**src/rtl/core/nta_pkg.sv**
```systemverilog
// Shared types and constants of the neighbor table with aging.
`timescale 1ns / 1ps

package nta_pkg;

  localparam int CAPACITY        = 16;
  localparam int IDX_W           = $clog2(CAPACITY);
  localparam int OUT_CNT_W       = 4;
  localparam logic [15:0] STALE_LIMIT_RST = 16'd64;

  typedef logic [IDX_W-1:0] idx_t;

  typedef enum logic [0:0] {
    MODE_MSG   = 1'b0,
    MODE_PURGE = 1'b1
  } mode_e;

  typedef enum logic [0:0] {
    CMP_ID_EQ = 1'b0,
    CMP_AGE   = 1'b1
  } cmp_op_e;

  typedef struct packed {
    logic        mode;
    logic [15:0] sender_id;
    logic [7:0]  distance;
    logic [7:0]  sender_neighbor_count;
    logic [7:0]  sender_type;
    logic [7:0]  food_x;
    logic [7:0]  food_y;
    logic [7:0]  food_bearing;
    logic [7:0]  food_bearing_sign;
    logic [31:0] now_tick;
  } in_t;

  typedef struct packed {
    logic [OUT_CNT_W-1:0] entry_count;
    logic [OUT_CNT_W-1:0] slot;
    logic                 matched;
    logic                 dropped;
    logic [OUT_CNT_W-1:0] removed_count;
  } out_t;

  typedef struct packed {
    logic [15:0] id;
    logic [31:0] tstamp;
    logic [7:0]  distance;
    logic [47:0] payload;
  } entry_t;

  typedef struct packed {
    logic   we;
    idx_t   waddr;
    entry_t wdata;
    logic   re;
    idx_t   raddr;
  } tbl_req_t;

  typedef struct packed {
    cmp_op_e     op;
    logic [31:0] a;
    logic [31:0] b;
  } cmp_req_t;

endpackage

```
**src/rtl/core/neighbor_table_with_aging.sv**
```systemverilog
// Neighbor table with aging: top level with the stale limit register.
//
// Usage: items enter on in_valid_i/in_ready_o as one nta_pkg::in_t word. A
// message item (mode 0) looks up sender_id among the counted entries and
// updates it, appends it, or writes the hidden last slot when the table is
// full. A purge item (mode 1) walks the entries from last to first and
// replaces each one older than the stale limit by the last entry.
// Every item gives exactly one result on out_valid_o/out_ready_i.
// The stale limit is written through cfg_valid_i/cfg_data_i, which is always
// ready; write it only while no item is in flight.
// Steps: one shared compare unit and one table read port are used for every
// step. Each visited entry has a table read and then a compare, and each
// purged entry also a read of the last entry and then a copy. A message item
// scans the entries up to the match (at most the count); a purge item visits
// every counted entry. One item is in work at a time, and the next transfer
// can be taken in the same cycle that the result appears.
// Reset clears the count to zero and the stale limit to 64; entry storage is
// not cleared. A stalled receiver holds the result register; the next item
// can be taken and worked, and waits in its done state until that register
// is free.
`timescale 1ns / 1ps

module neighbor_table_with_aging (
  input  logic          clk_i,
  input  logic          rst_ni,
  input  logic          cfg_valid_i,
  output logic          cfg_ready_o,
  input  logic [15:0]   cfg_data_i,
  input  logic          in_valid_i,
  output logic          in_ready_o,
  input  nta_pkg::in_t  in_data_i,
  output logic          out_valid_o,
  input  logic          out_ready_i,
  output nta_pkg::out_t out_data_o
);

  logic [15:0]       stale_limit_q;
  nta_pkg::tbl_req_t tbl_req;
  nta_pkg::entry_t   tbl_rdata;
  nta_pkg::cmp_req_t cmp_req;
  logic              cmp_hit;

  assign cfg_ready_o = 1'b1;

  always_ff @(posedge clk_i or negedge rst_ni) begin
    if (!rst_ni) begin
      stale_limit_q <= nta_pkg::STALE_LIMIT_RST;
    end else if (cfg_valid_i && cfg_ready_o) begin
      stale_limit_q <= cfg_data_i;
    end
  end

  nta_table u_table (
    .clk_i   (clk_i),
    .req_i   (tbl_req),
    .rdata_o (tbl_rdata)
  );

  nta_cmp u_cmp (
    .req_i   (cmp_req),
    .limit_i (stale_limit_q),
    .hit_o   (cmp_hit)
  );

  nta_seq u_seq (
    .clk_i       (clk_i),
    .rst_ni      (rst_ni),
    .in_valid_i  (in_valid_i),
    .in_ready_o  (in_ready_o),
    .in_data_i   (in_data_i),
    .out_valid_o (out_valid_o),
    .out_ready_i (out_ready_i),
    .out_data_o  (out_data_o),
    .tbl_req_o   (tbl_req),
    .tbl_rdata_i (tbl_rdata),
    .cmp_req_o   (cmp_req),
    .cmp_hit_i   (cmp_hit)
  );

endmodule

```
**src/rtl/core/nta_table.sv**
```systemverilog
// Neighbor entry storage: one write port and one registered read port.
`timescale 1ns / 1ps

module nta_table (
  input  logic              clk_i,
  input  nta_pkg::tbl_req_t req_i,
  output nta_pkg::entry_t   rdata_o
);

  nta_pkg::entry_t mem_q [nta_pkg::CAPACITY];
  nta_pkg::entry_t rdata_q;

  always_ff @(posedge clk_i) begin
    if (req_i.we) begin
      mem_q[req_i.waddr] <= req_i.wdata;
    end
    if (req_i.re) begin
      rdata_q <= mem_q[req_i.raddr];
    end
  end

  assign rdata_o = rdata_q;

endmodule

```
**src/rtl/core/nta_cmp.sv**
```systemverilog
// Shared compare unit: sender id equality or modular age against the stale limit.
`timescale 1ns / 1ps

module nta_cmp (
  input  nta_pkg::cmp_req_t req_i,
  input  logic [15:0]       limit_i,
  output logic              hit_o
);

  logic [31:0] diff;

  assign diff = req_i.a - req_i.b;

  always_comb begin
    case (req_i.op)
      nta_pkg::CMP_ID_EQ: hit_o = (req_i.a[15:0] == req_i.b[15:0]);
      nta_pkg::CMP_AGE:   hit_o = (diff > {16'd0, limit_i});
      default:            hit_o = 1'b0;
    endcase
  end

endmodule

```
**src/rtl/core/nta_seq.sv**
```systemverilog
// Sequencer that walks the table one entry at a time and holds the result register.
`timescale 1ns / 1ps

module nta_seq (
  input  logic              clk_i,
  input  logic              rst_ni,
  input  logic              in_valid_i,
  output logic              in_ready_o,
  input  nta_pkg::in_t      in_data_i,
  output logic              out_valid_o,
  input  logic              out_ready_i,
  output nta_pkg::out_t     out_data_o,
  output nta_pkg::tbl_req_t tbl_req_o,
  input  nta_pkg::entry_t   tbl_rdata_i,
  output nta_pkg::cmp_req_t cmp_req_o,
  input  logic              cmp_hit_i
);

  typedef enum logic [6:0] {
    S_IDLE    = 7'b0000001,
    S_RD      = 7'b0000010,
    S_CMP     = 7'b0000100,
    S_COPY_RD = 7'b0001000,
    S_COPY_WR = 7'b0010000,
    S_WR      = 7'b0100000,
    S_DONE    = 7'b1000000
  } state_e;

  localparam nta_pkg::idx_t LAST_IDX = nta_pkg::IDX_W'(nta_pkg::CAPACITY - 1);

  state_e          state_q, state_d;
  nta_pkg::in_t    item_q, item_d;
  nta_pkg::idx_t   idx_q, idx_d;
  nta_pkg::idx_t   cnt_q, cnt_d;
  nta_pkg::idx_t   removed_q, removed_d;
  nta_pkg::idx_t   slot_q, slot_d;
  logic            matched_q, matched_d;
  logic            dropped_q, dropped_d;
  logic            out_valid_q, out_valid_d;
  nta_pkg::out_t   out_q, out_d;
  nta_pkg::idx_t   last_idx;
  nta_pkg::entry_t new_entry;
  logic            in_xfer;

  assign last_idx   = cnt_q - 1'b1;
  assign in_ready_o = (state_q == S_IDLE);
  assign in_xfer    = in_valid_i && in_ready_o;

  always_comb begin
    new_entry.id       = item_q.sender_id;
    new_entry.tstamp   = item_q.now_tick;
    new_entry.distance = item_q.distance;
    new_entry.payload  = {item_q.food_bearing_sign, item_q.food_bearing, item_q.food_y,
                          item_q.food_x, item_q.sender_type, item_q.sender_neighbor_count};
  end

  always_comb begin
    cmp_req_o.op = item_q.mode ? nta_pkg::CMP_AGE : nta_pkg::CMP_ID_EQ;
    cmp_req_o.a  = item_q.mode ? item_q.now_tick : {16'd0, item_q.sender_id};
    cmp_req_o.b  = item_q.mode ? tbl_rdata_i.tstamp : {16'd0, tbl_rdata_i.id};
  end

  always_comb begin
    tbl_req_o.we    = (state_q == S_WR) || (state_q == S_COPY_WR);
    tbl_req_o.waddr = idx_q;
    tbl_req_o.wdata = (state_q == S_WR) ? new_entry : tbl_rdata_i;
    tbl_req_o.re    = (state_q == S_RD) || (state_q == S_COPY_RD);
    tbl_req_o.raddr = (state_q == S_COPY_RD) ? last_idx : idx_q;
  end

  always_comb begin
    state_d     = state_q;
    item_d      = item_q;
    idx_d       = idx_q;
    cnt_d       = cnt_q;
    removed_d   = removed_q;
    slot_d      = slot_q;
    matched_d   = matched_q;
    dropped_d   = dropped_q;
    out_valid_d = out_valid_q;
    out_d       = out_q;

    if (out_valid_q && out_ready_i) begin
      out_valid_d = 1'b0;
    end

    unique case (state_q)
      S_IDLE: begin
        if (in_xfer) begin
          item_d    = in_data_i;
          removed_d = '0;
          slot_d    = '0;
          matched_d = 1'b0;
          dropped_d = 1'b0;
          if (in_data_i.mode == nta_pkg::MODE_MSG) begin
            idx_d = '0;
            if (cnt_q == '0) begin
              // Empty table: the new sender goes straight into the first entry.
              cnt_d   = nta_pkg::idx_t'(1);
              state_d = S_WR;
            end else begin
              state_d = S_RD;
            end
          end else begin
            idx_d   = last_idx;
            state_d = (cnt_q == '0) ? S_DONE : S_RD;
          end
        end
      end
      S_RD: begin
        state_d = S_CMP;
      end
      S_CMP: begin
        if (item_q.mode == nta_pkg::MODE_MSG) begin
          if (cmp_hit_i) begin
            matched_d = 1'b1;
            state_d   = S_WR;
          end else begin
            idx_d = idx_q + 1'b1;
            if (idx_q == last_idx) begin
              // No match: append, or overwrite the hidden slot when full.
              // In both cases the slot is the current count.
              if (cnt_q == LAST_IDX) begin
                dropped_d = 1'b1;
              end else begin
                cnt_d = cnt_q + 1'b1;
              end
              state_d = S_WR;
            end else begin
              state_d = S_RD;
            end
          end
        end else begin
          if (cmp_hit_i) begin
            state_d = S_COPY_RD;
          end else if (idx_q == '0) begin
            state_d = S_DONE;
          end else begin
            idx_d   = idx_q - 1'b1;
            state_d = S_RD;
          end
        end
      end
      S_COPY_RD: begin
        state_d = S_COPY_WR;
      end
      S_COPY_WR: begin
        cnt_d     = cnt_q - 1'b1;
        removed_d = removed_q + 1'b1;
        if (idx_q == '0) begin
          state_d = S_DONE;
        end else begin
          idx_d   = idx_q - 1'b1;
          state_d = S_RD;
        end
      end
      S_WR: begin
        slot_d  = idx_q;
        state_d = S_DONE;
      end
      S_DONE: begin
        if (!out_valid_q || out_ready_i) begin
          out_valid_d         = 1'b1;
          out_d.entry_count   = nta_pkg::OUT_CNT_W'(cnt_q);
          out_d.slot          = nta_pkg::OUT_CNT_W'(slot_q);
          out_d.matched       = matched_q;
          out_d.dropped       = dropped_q;
          out_d.removed_count = nta_pkg::OUT_CNT_W'(removed_q);
          state_d             = S_IDLE;
        end
      end
      default: begin
        state_d = S_IDLE;
      end
    endcase
  end

  always_ff @(posedge clk_i or negedge rst_ni) begin
    if (!rst_ni) begin
      state_q     <= S_IDLE;
      cnt_q       <= '0;
      out_valid_q <= 1'b0;
    end else begin
      state_q     <= state_d;
      cnt_q       <= cnt_d;
      out_valid_q <= out_valid_d;
    end
  end

  always_ff @(posedge clk_i) begin
    item_q    <= item_d;
    idx_q     <= idx_d;
    removed_q <= removed_d;
    slot_q    <= slot_d;
    matched_q <= matched_d;
    dropped_q <= dropped_d;
    out_q     <= out_d;
  end

  assign out_valid_o = out_valid_q;
  assign out_data_o  = out_q;

  a_busy_after_accept: assert property (@(posedge clk_i) disable iff (!rst_ni)
    in_xfer |=> (state_q != S_IDLE))
    else $error("sequencer did not leave idle after an input transfer");

  a_result_loaded: assert property (@(posedge clk_i) disable iff (!rst_ni)
    (state_q == S_DONE) && (!out_valid_q || out_ready_i) |=> out_valid_q)
    else $error("finished item did not load the result register");

  a_msg_removes_none: assert property (@(posedge clk_i) disable iff (!rst_ni)
    (state_q != S_IDLE) && (item_q.mode == nta_pkg::MODE_MSG) |-> (removed_q == '0))
    else $error("message item counted removed entries");

  a_count_drop_on_copy: assert property (@(posedge clk_i) disable iff (!rst_ni)
    (cnt_q < $past(cnt_q)) |-> ($past(state_q) == S_COPY_WR))
    else $error("entry count fell outside a purge copy");

  a_match_not_drop: assert property (@(posedge clk_i) disable iff (!rst_ni)
    out_valid_q |-> !(out_q.matched && out_q.dropped))
    else $error("result both matched and dropped");

endmodule
```
**config.mk**
```make
export PLATFORM = sky130hd
export DESIGN_NAME = neighbor_table_with_aging
export DESIGN_NICKNAME = d
export VERILOG_FILES = /design/src/rtl/core/nta_pkg.sv /design/src/rtl/core/neighbor_table_with_aging.sv /design/src/rtl/core/nta_table.sv /design/src/rtl/core/nta_cmp.sv /design/src/rtl/core/nta_seq.sv
export SDC_FILE = /design/constraint.sdc
export NUM_CORES = 1
export LEC_CHECK = 0
export ABC_AREA = 1
export ABC_CLOCK_PERIOD_IN_PS = 11500
export CORE_ASPECT_RATIO = 1.25
export CORE_UTILIZATION = 40
export DETAILED_ROUTE_END_ITERATION = 6
export DONT_BUFFER_PORTS = 1
export SYNTH_ARGS = -nofsm -noshare
export SYNTH_HDL_FRONTEND = slang
export SYNTH_HIERARCHICAL = 1
export SYNTH_SLANG_ARGS = --single-unit
```
**constraint.sdc**
```tcl
create_clock -name clk_i -period 11.5 [get_ports clk_i]
set_clock_uncertainty 0.2 [all_clocks]
set_input_delay 1.15 -clock clk_i [delete_from_list [all_inputs] [get_ports clk_i]]
set_output_delay 1.15 -clock clk_i [all_outputs]
set_load 0.005 [all_outputs]
```
==> results of run 1 <==
[per-stage QoR]
step	instances	cell area, um2
2_1_floorplan	4569	43470
3_3_place_gp	5804	44480
3_5_place_dp	5804	44480
4_1_cts	5965	47540
5_1_grt	5965	47540
6_report	5965	47540
[worst max-delay path by stage]
| stage | start | end | cells after the start |
|---|---|---|---|
| 4_1_cts | u_seq/item_q[104] | u_seq/cnt_q[3] | 32 |
| 5_1_grt | u_seq/item_q[104] | u_seq/cnt_q[0] | 30 |
| 2_1_floorplan | u_seq/item_q[104] | u_seq/dropped_q | 31 |
| 3_3_place_gp | u_seq/item_q[104] | u_seq/cnt_q[0] | 32 |
| 3_5_place_dp | u_seq/item_q[104] | u_seq/cnt_q[3] | 32 |
| 6_report | u_seq/item_q[104] | u_seq/cnt_q[0] | 32 |
[power groups by stage]
| stage | registers, mW | clock network (mW) | logic (mW) |
|---|---|---|---|
| after floorplan | 4.31 | 0 | 3.13 |
| after global placement | 4.40 | 0 | 4.07 |
| after detailed placement | 4.39 | 0 | 4.11 |
| after CTS | 4.33 | 3.14 | 4.14 |
| after global routing | 4.34 | 3.25 | 4.61 |
| final | 4.33 | 3.08 | 4.13 |
[per-layer routing]
metal	track usage, %	up-vias	wire length (um)
met3	3.239	230	7287
met2	37.29	964	57260
met1	26.15	14010	47580
met4	7.423	16	3445
met5	0	-	98
li1	-	14250	-
[layout by cell type, fill, tap and decap left out, types with 19 or more instances in the layout]
| cell type | n |
|---|---|
| nand2_1 | 1588 |
| edfxtp_1 | 893 |
| inv_1 | 833 |
| nand3_1 | 631 |
| clkbuf_16 | 89 |
| nor2_1 | 80 |
| ha_1 | 53 |
| buf_4 | 52 |
| o21ai_0 | 42 |
| a21oi_1 | 29 |
| nand2_2 | 26 |
| dfrtp_1 | 26 |
| nor2_4 | 24 |
| clkbuf_1 | 20 |
| xor2_1 | 19 |
[worst max-delay path, delay by kind of cell (launching register included)]
family                   cells  cell delay (ns)
AO/OA/AOI/OAI                2             0.22
XOR/XNOR                     1             0.24
adder cells (fa/ha/maj)      2             0.69
buffers and inverters        2             0.86
flip-flops                   1             0.98
AND/OR/NAND/NOR             25             2.58
[registers in the layout (all words and copies together) (netlist names)]
name and flops:
stale_limit_q 16, u_seq/out_data_o 14, u_seq/dropped_q 1, u_seq/matched_q 1, u_seq/idx_q 4, u_seq/removed_q 4, u_seq/state_q 7, u_table/rdata_o 48
u_seq/cnt_q 4, u_table/mem_q 768, u_seq/slot_q 4, u_seq/item_q 49, u_seq/out_valid_o 1
[area by class of cell]
| class | instances | area share, % |
|---|---|---|
| clock buffer | 112 | 4.929 |
| clock inverter | 48 | 1.469 |
| inverter | 844 | 6.706 |
| multi-input combinational | 2556 | 24.27 |
| sequential | 921 | 57.88 |
| tap | 1428 | 3.758 |
| timing repair buffer | 56 | 0.9896 |
[what timing repair did]
item                      CTS  global route
hold endpoints to repair   26             0
hold buffers                1             0
resized for setup           0             0
==> flow_summary.toml, run 1 <==
[cts]
postCtsSetupRepairBufs = 0
cts_buffers = 88
cts_root_buf = "clkbuf_16"
htreeDepth = 3
clkTransAtPathRegs_ns = 0.07
cts_tree = "built"
clockBufferDepth = 3
clk-insertion-delay-late_ns = 0.69
clock-sinks = 921

[place]
io_buffers = 0
gp_congestion = 0.9257
dp_hpwl_um = 61750
dp_slack_ns = 5.561

[worst_setup_path]
critPathMaxFanout = 22
slowest_delay_ns = 0.98
timing.rr.start = "u_seq/item_q[104]"
worstPathArrival_ns = 6.26
r2r_setup_slack_ns = 5.62
start_kind = "register"
crit_slowest_cell = "edfxtp_1"
path_class = "register to register"
crit_path_end_kind = "register"
reg2reg_depth = 32
r2r_end = "u_seq/cnt_q[0]"
cp_common_cell = "nand2_1"
worstPathRequired_ns = 11.88

[grt]
grt_pass1_wl_um = 173800
track_usage_pct = 21.11
grt_max_degree = 212
grt_overflow = 0
first_global_vias = 28380
antenna_found_initial = 8

[power]
ir_drop_mv = 0.1535
pwr-share-seq_pct = 37.5
p_int_mw = 7.146
clock_power_share_pct = 26.7
p_per_area_nw_per_um2 = 242.8
power.share.switching_pct = 38.09
p_leak_nw = 20.94
pwr-share-comb_pct = 35.8
p_total_mw = 11.54
p_switching_mw = 4.396

[logic_synthesis]
syn_nets = 4749
yosys_warnings = 6
netlist_area_um2 = 43470
syn_inst = 4569
syn_area_per_cell_um2 = 9.513

[layout]
n_antenna_cell = 0
fillers = 9961
drive_above_1_share_pct = 5.951
nNetsFinal = 4647
multi_input_area_um2 = 11540
area_growth_pct = 9.375
postLayoutCoreUtil_pct = 44.31
final-seq-area_um2 = 27520

[timing]
worst_pin_slew_ns = 1.230
fin_crit_ns = 5.885
finalSetupViolCount = 0
rsz0062_at_grt = "no"
maxSlewViolCount = 0
hold_violations = 0
layout_setup_ws_ns = 5.615
holdWs_ns = 0.07263
max_freq_mhz = 169.9
setup_tns_ns = 0
period_share_pct = 51.17
max-slew-margin-rel_pct = 18.00

[drt]
wl_um = 115700
drc = 0
postRouteAntennaNets = 0
first_pass_iters = 5
vias = 29470
wl_per_cell_um = 19.39
viasPerCell = 4.941
dr.first_iter.drc_count = 2602

[floorplanning]
start_util_pct = 40.51
core_area_um2 = 107300
rows = 134
die_h_um = 370.6
die-width_um = 296.8
ios = 143
die_area_um2 = 110000

[flow_run]
maxCapViolCount = 0

[run_status]
outcome = "complete, no violations"

[worst_hold_path]
hold_class = "primary input to asynchronous set/reset pin"
Power figures use the tool's default switching activity.
==> run 2: changes to the inputs <==
Settings changed: ABC_AREA 1 to 0, ABC_CLOCK_PERIOD_IN_PS 11500 to 5300.
Clock period 11.5 ns to 5.3 ns, I/O delays scaled along.
==> run 2 against run 1 <==
Net effect:
- the flow now finishes with violations (negative setup slack)
- final cell count down 38%
- non-clock buffer count up 170
- sequential cell count unchanged
- sequential share of layout area up 3.6 points
- total power up 75%
- wire length down 16%
- clock-buffer cell count down 2
- largest cell class unchanged
- register-to-register slack worse by 6.7 ns
- global-route usage down 0.74 points
==> flow_summary.toml, run 2 <==
[run_status]
outcome = "complete, but fails checks"
violations = "negative setup slack"

[worst_setup_path]
worstPathArrival_ns = 6.70
crit_path_end_kind = "register"
cp-startpoint = "u_seq/item_q[104]"
critPathMaxFanout = 7
crit_buf_inv = 1
start_kind = "register"
slowest_delay_ns = 0.57
crit_slowest_cell = "or4b_4"
crit_path_cell_trace = "buf_6 -> mux2_4 -> ha_4 -> fa_2 -> nand2b_4 -> a21o_1 -> a211oi_2 -> o22ai_2 -> o31ai_2 -> xor2_1 -> ha_1 -> nor2b_1 -> o21ai_0 -> o2111ai_1 -> a2111oi_2 -> o2111ai_1 -> or4_1 -> nor4bb_2 -> a21oi_2 -> or4b_4 -> a31oi_4 -> o211ai_4 -> o31ai_2 -> o41ai_2"
path_class = "register to register"
worstPathRequired_ns = 5.62
timing.rr.start = "u_seq/item_q[104]"
crit_family = "compound AO/OA/AOI/OAI gates"

[grt]
grt_overflow = 0
grt_max_degree = 101
track_usage_pct = 20.37
first_global_vias = 21280
grt_pass1_wl_um = 143700
antenna_found_initial = 5

[drt]
dr.first_iter.drc_count = 1929
drc = 0
postRouteAntennaNets = 0
wl_per_cell_um = 26.33
vias = 20720
wl_um = 97670
viasPerCell = 5.586
first_pass_iters = 6

[cts]
clock-sinks = 921
cts_root_buf = "clkbuf_16"
clockBufferDepth = 3
cts_buffers = 91
htreeDepth = 3
clk-insertion-delay-late_ns = 0.66
cts_tree = "built"
clkTransAtPathRegs_ns = 0.06

[logic_synthesis]
syn_area_per_cell_um2 = 17.79
yosys_warnings = 6
syn_inst = 2161
syn_nets = 2341
netlist_area_um2 = 38440

[power]
p_per_area_nw_per_um2 = 452.2
ir_drop_mv = 0.2918
pwr-share-seq_pct = 43.5
p_int_mw = 14.40
p_total_mw = 20.24
p_leak_nw = 14.96
power.share.switching_pct = 28.83
p_switching_mw = 5.835
pwr-share-comb_pct = 25.4
clock_power_share_pct = 31.1

[timing]
setup_tns_ns = -10.70
period_share_pct = 120.3
finalSetupViolCount = 14
hold_violations = 0
max-slew-margin-rel_pct = 21.55
fin_crit_ns = 6.375
maxSlewViolCount = 0
rsz0062_at_grt = "yes"
worst_pin_slew_ns = 1.174
layout_setup_ws_ns = -1.075
max_freq_mhz = 156.9

[floorplanning]
die-width_um = 279.3
start_util_pct = 40.57
core_area_um2 = 94750
ios = 143
rows = 126
die_h_um = 348.6
die_area_um2 = 97350

[worst_hold_path]
hold_class = "primary input to register"
hold_start = "in_valid_i"

[layout]
fillers = 7919
area_growth_pct = 16.43
postLayoutCoreUtil_pct = 47.24
nNetsFinal = 2533
largest_register = "u_table/mem_q"
final-seq-area_um2 = 27520
final_cell_mix = "edfxtp_1 (893), nand2_1 (252), mux4_2 (192)"
largest_reg_flops = 768
final_common_cell = "edfxtp_1"
drive_above_1_share_pct = 25.15
multi_input_area_um2 = 10280
n_antenna_cell = 0

[place]
io_buffers = 0
dp_hpwl_um = 56560
gp_congestion = 0.8911

[flow_run]
maxCapViolCount = 0
run 2: worst paths after layout:
check                                           end  slack, ns  cells past startpoint
worst max-delay path                 u_seq/cnt_q[3]      -1.07                     24
worst min-delay path                u_seq/dropped_q       0.13                      2
worst max register to register       u_seq/cnt_q[3]      -1.07                     24
worst min register to register  u_seq/out_data_o[9]       0.22                      0
max in group asynchronous          stale_limit_q[6]       4.42                      2
min in group asynchronous         stale_limit_q[14]       0.21                      2
run 2: power by group through the flow:
stage	logic [mW]	clock network [mW]	registers (mW)
after CTS	5.14	6.42	8.80
after floorplan	3.59	0	8.73
after global routing	5.62	6.68	8.81
after detailed placement	5.01	0	8.95
after global placement	4.96	0	8.95
final	5.14	6.30	8.79
run 2: area by class of cell:
type | instances | share of cell area, %
Clock buffer | 110 | 5.434
Timing Repair Buffer | 226 | 4.934
Tap cell | 1280 | 3.578
Inverter | 64 | 0.5423
Sequential cell | 921 | 61.48
Multi-Input combinational cell | 1049 | 22.96
Clock inverter | 59 | 1.068
run 2: through the flow:
stage	setup slack, ns	std cells	instance area, um2	hold WS [ns]
floorplan	-0.9542	2161	38540	0.03441
global placement	-0.9730	3448	40850	0.03507
detailed placement	-1.150	3448	40850	0.03527
CTS	-1.074	3705	44700	0.09324
global route	-1.322	3709	44760	0.1246
finish	-1.075	3709	44760	0.1269
run 2: routing by layer:
layer  global-route usage (%)  wire length, um  part of all wire, %
met5                        0               58                0.059
met1                    27.67            41090                   42
met4                    6.167             2313                  2.4
met2                    33.95            48410                   50
met3                    2.952             5801                  5.9
run 2: what timing repair did:
| action | CTS | global route |
|---|---|---|
| gates resized for setup | 15 | 6 |
| cloned | 0 | 0 |
| pin swaps | 5 | 4 |
| hold buffers | 85 | 0 |
| endpoints found under the setup margin | 14 | 14 |
| buffers inserted | 3 | 4 |
| hold endpoints to repair | 102 | 0 |
==> run 3: changes to the inputs <==
Settings changed: ABC_CLOCK_PERIOD_IN_PS 5300 to 8230.
Clock period 5.3 ns to 8.23 ns, I/O delays scaled along.
==> run 3 against run 2 <==
Net effect:
- sequential share of layout area increased by 2.6 points
- the flow now finishes without violations
- global-route usage down 0.35 points
- sequential cell count unchanged
- cell area is 4.1% lower
- die area stayed put
- register-to-register slack better by 1.7 ns
==> flow_summary.toml, run 3 (synthesis gave the netlist of run 2 again) <==
[cts]
cts_root_buf = "clkbuf_16"
clk-insertion-delay-late_ns = 0.66
clockBufferDepth = 3
htreeDepth = 3
clock-sinks = 921
clkTransAtPathRegs_ns = 0.07
cts_resized = 0
cts_tree = "built"
cts_buffers = 94

[layout]
largest_reg_flops = 768
area_growth_pct = 11.63
largest_register = "u_table/mem_q"
drive_above_1_share_pct = 21.39
nNetsFinal = 2357
final_cell_mix = "edfxtp_1 (893), nand2_1 (252), mux4_2 (192)"
instances_no_fill = 3540
final_common_cell = "edfxtp_1"

[drt]
first_pass_iters = 5
wl_um = 96310
postRouteAntennaNets = 0
drc = 0
viasPerCell = 5.669
vias = 20070
wl_per_cell_um = 27.21
dr.first_iter.drc_count = 1757

[floorplanning]
die_area_um2 = 97350
die_h_um = 348.6
die-width_um = 279.3
core_area_um2 = 94750
rows = 126
start_util_pct = 40.57
ios = 143

[timing]
worst_pin_slew_ns = 1.147
holdWs_ns = 0.05235
period_share_pct = 92.89
hold_violations = 0
max_freq_mhz = 130.8
fin_crit_ns = 7.645
max-slew-margin-rel_pct = 23.56
setup_tns_ns = 0
layout_setup_ws_ns = 0.5854
rsz0062_at_grt = "no"
maxSlewViolCount = 0
finalSetupViolCount = 0

[grt]
antenna_found_initial = 10
grt_pass1_wl_um = 140700
grt_overflow = 0
first_global_vias = 20880
track_usage_pct = 20.02
grt_max_degree = 135

[run_status]
outcome = "complete, no violations"

[worst_hold_path]
hold_class = "primary input to register"
holdPathStages = 0

[flow_run]
maxCapViolCount = 0

[worst_setup_path]
worstPathRequired_ns = 8.55
crit_path_end_kind = "register"
start_kind = "register"
path_class = "register to register"
critPathMaxFanout = 14
worstPathArrival_ns = 7.97
reg2reg_depth = 24

[place]
io_buffers = 0
dp_cells = 3358
dp_slack_ns = 0.4608
dp_hpwl_um = 52920
gp_congestion = 0.9094

[power]
p_per_area_nw_per_um2 = 296.1
ir_drop_mv = 0.1922
p_leak_nw = 14.09
==> run 3: cell types whose count changed in the layout (fill, tap and decap cells not counted), moves of 6 or more <==
| cell | delta |
|---|---|
| dlygate4sd3_1 | -83 |
| buf_4 | -71 |
| buf_12 | -18 |
| clkinv_2 | -14 |
| clkbuf_1 | +11 |
| buf_6 | -7 |
| diode_2 | +7 |
| clkinv_1 | +6 |
| clkinvlp_4 | -6 |
==> run 3: repair_timing <==
item	in CTS	in global routing
hold buffers	2	0
endpoints found under the setup margin	0	4
setup buffers	0	1
hold endpoints to repair	28	0
==> run 3: metal layers <==
layer / global-route usage [%] / up-vias / share of wire, %
li1: - / 8593 / -
met1: 27.43 / 10640 / 41
met2: 32.53 / 673 / 49
met3: 3.367 / 154 / 7.0
met4: 6.470 / 10 / 2.6
met5: 0 / - / 0.060
==> run 3: where the power goes <==
part | switching, mW | internal, mW | total [mW]
registers | 0.184 | 5.48 | 5.66
clock network | 1.75 | 2.39 | 4.15
logic | 1.70 | 1.20 | 2.90
==> run 3: layout make-up <==
class                      instances  area (um2)
fill                            8056       51840
sequential                       921       27520
multi-input combinational       1049       10150
clock buffer                     122        2499
tap                             1280        1602
clock inverter                    50       479.2
timing repair buffer              47       405.4
inverter                          64       240.2
antenna                            7       17.52
==> run 3: path summary, 6_finish.rpt <==
check,endpoint,from,slack (ns)
worst max register to register,u_seq/cnt_q[3],u_seq/item_q[104],0.59
min in group asynchronous,stale_limit_q[0],rst_ni,0.47
max in group asynchronous,stale_limit_q[6],rst_ni,7.11
worst max-delay path,u_seq/cnt_q[3],u_seq/item_q[104],0.59
worst min register to register,u_seq/out_data_o[4],u_seq/dropped_q,0.23
worst min-delay path,u_seq/item_q[3],in_data_i[3],0.05
==> run 3: worst max-delay path: stages (launching register included) <==
cell       delay [ns]
edfxtp_1         0.41
buf_12           0.16
mux2_2           0.35
ha_1             0.23
fa_1             0.41
nand2b_1         0.19
a21o_1           0.24
a211oi_2         0.38
o22ai_1          0.21
o31ai_1          0.48
xor2_1           0.13
ha_1             0.31
nand4_1          0.16
nor4_1           0.38
nand2_1          0.17
a2111oi_1        0.39
o2111ai_1        0.17
or4_1            0.49
nor4bb_1         0.32
a21oi_1          0.23
or4b_1           0.62
a31oi_4          0.32
o211ai_4         0.17
o31ai_2          0.26
o41ai_2          0.11
==> run 3: per-stage QoR <==
stage                     total power [mW]  util, %  instance area (um2)
after floorplan                      7.901        -                38440
after global placement               8.623    42.08                39870
after detailed placement             8.660    42.08                39870
after CTS                            12.82    45.25                42870
after global routing                 13.25    45.28                42900
final                                12.71    45.29                42910
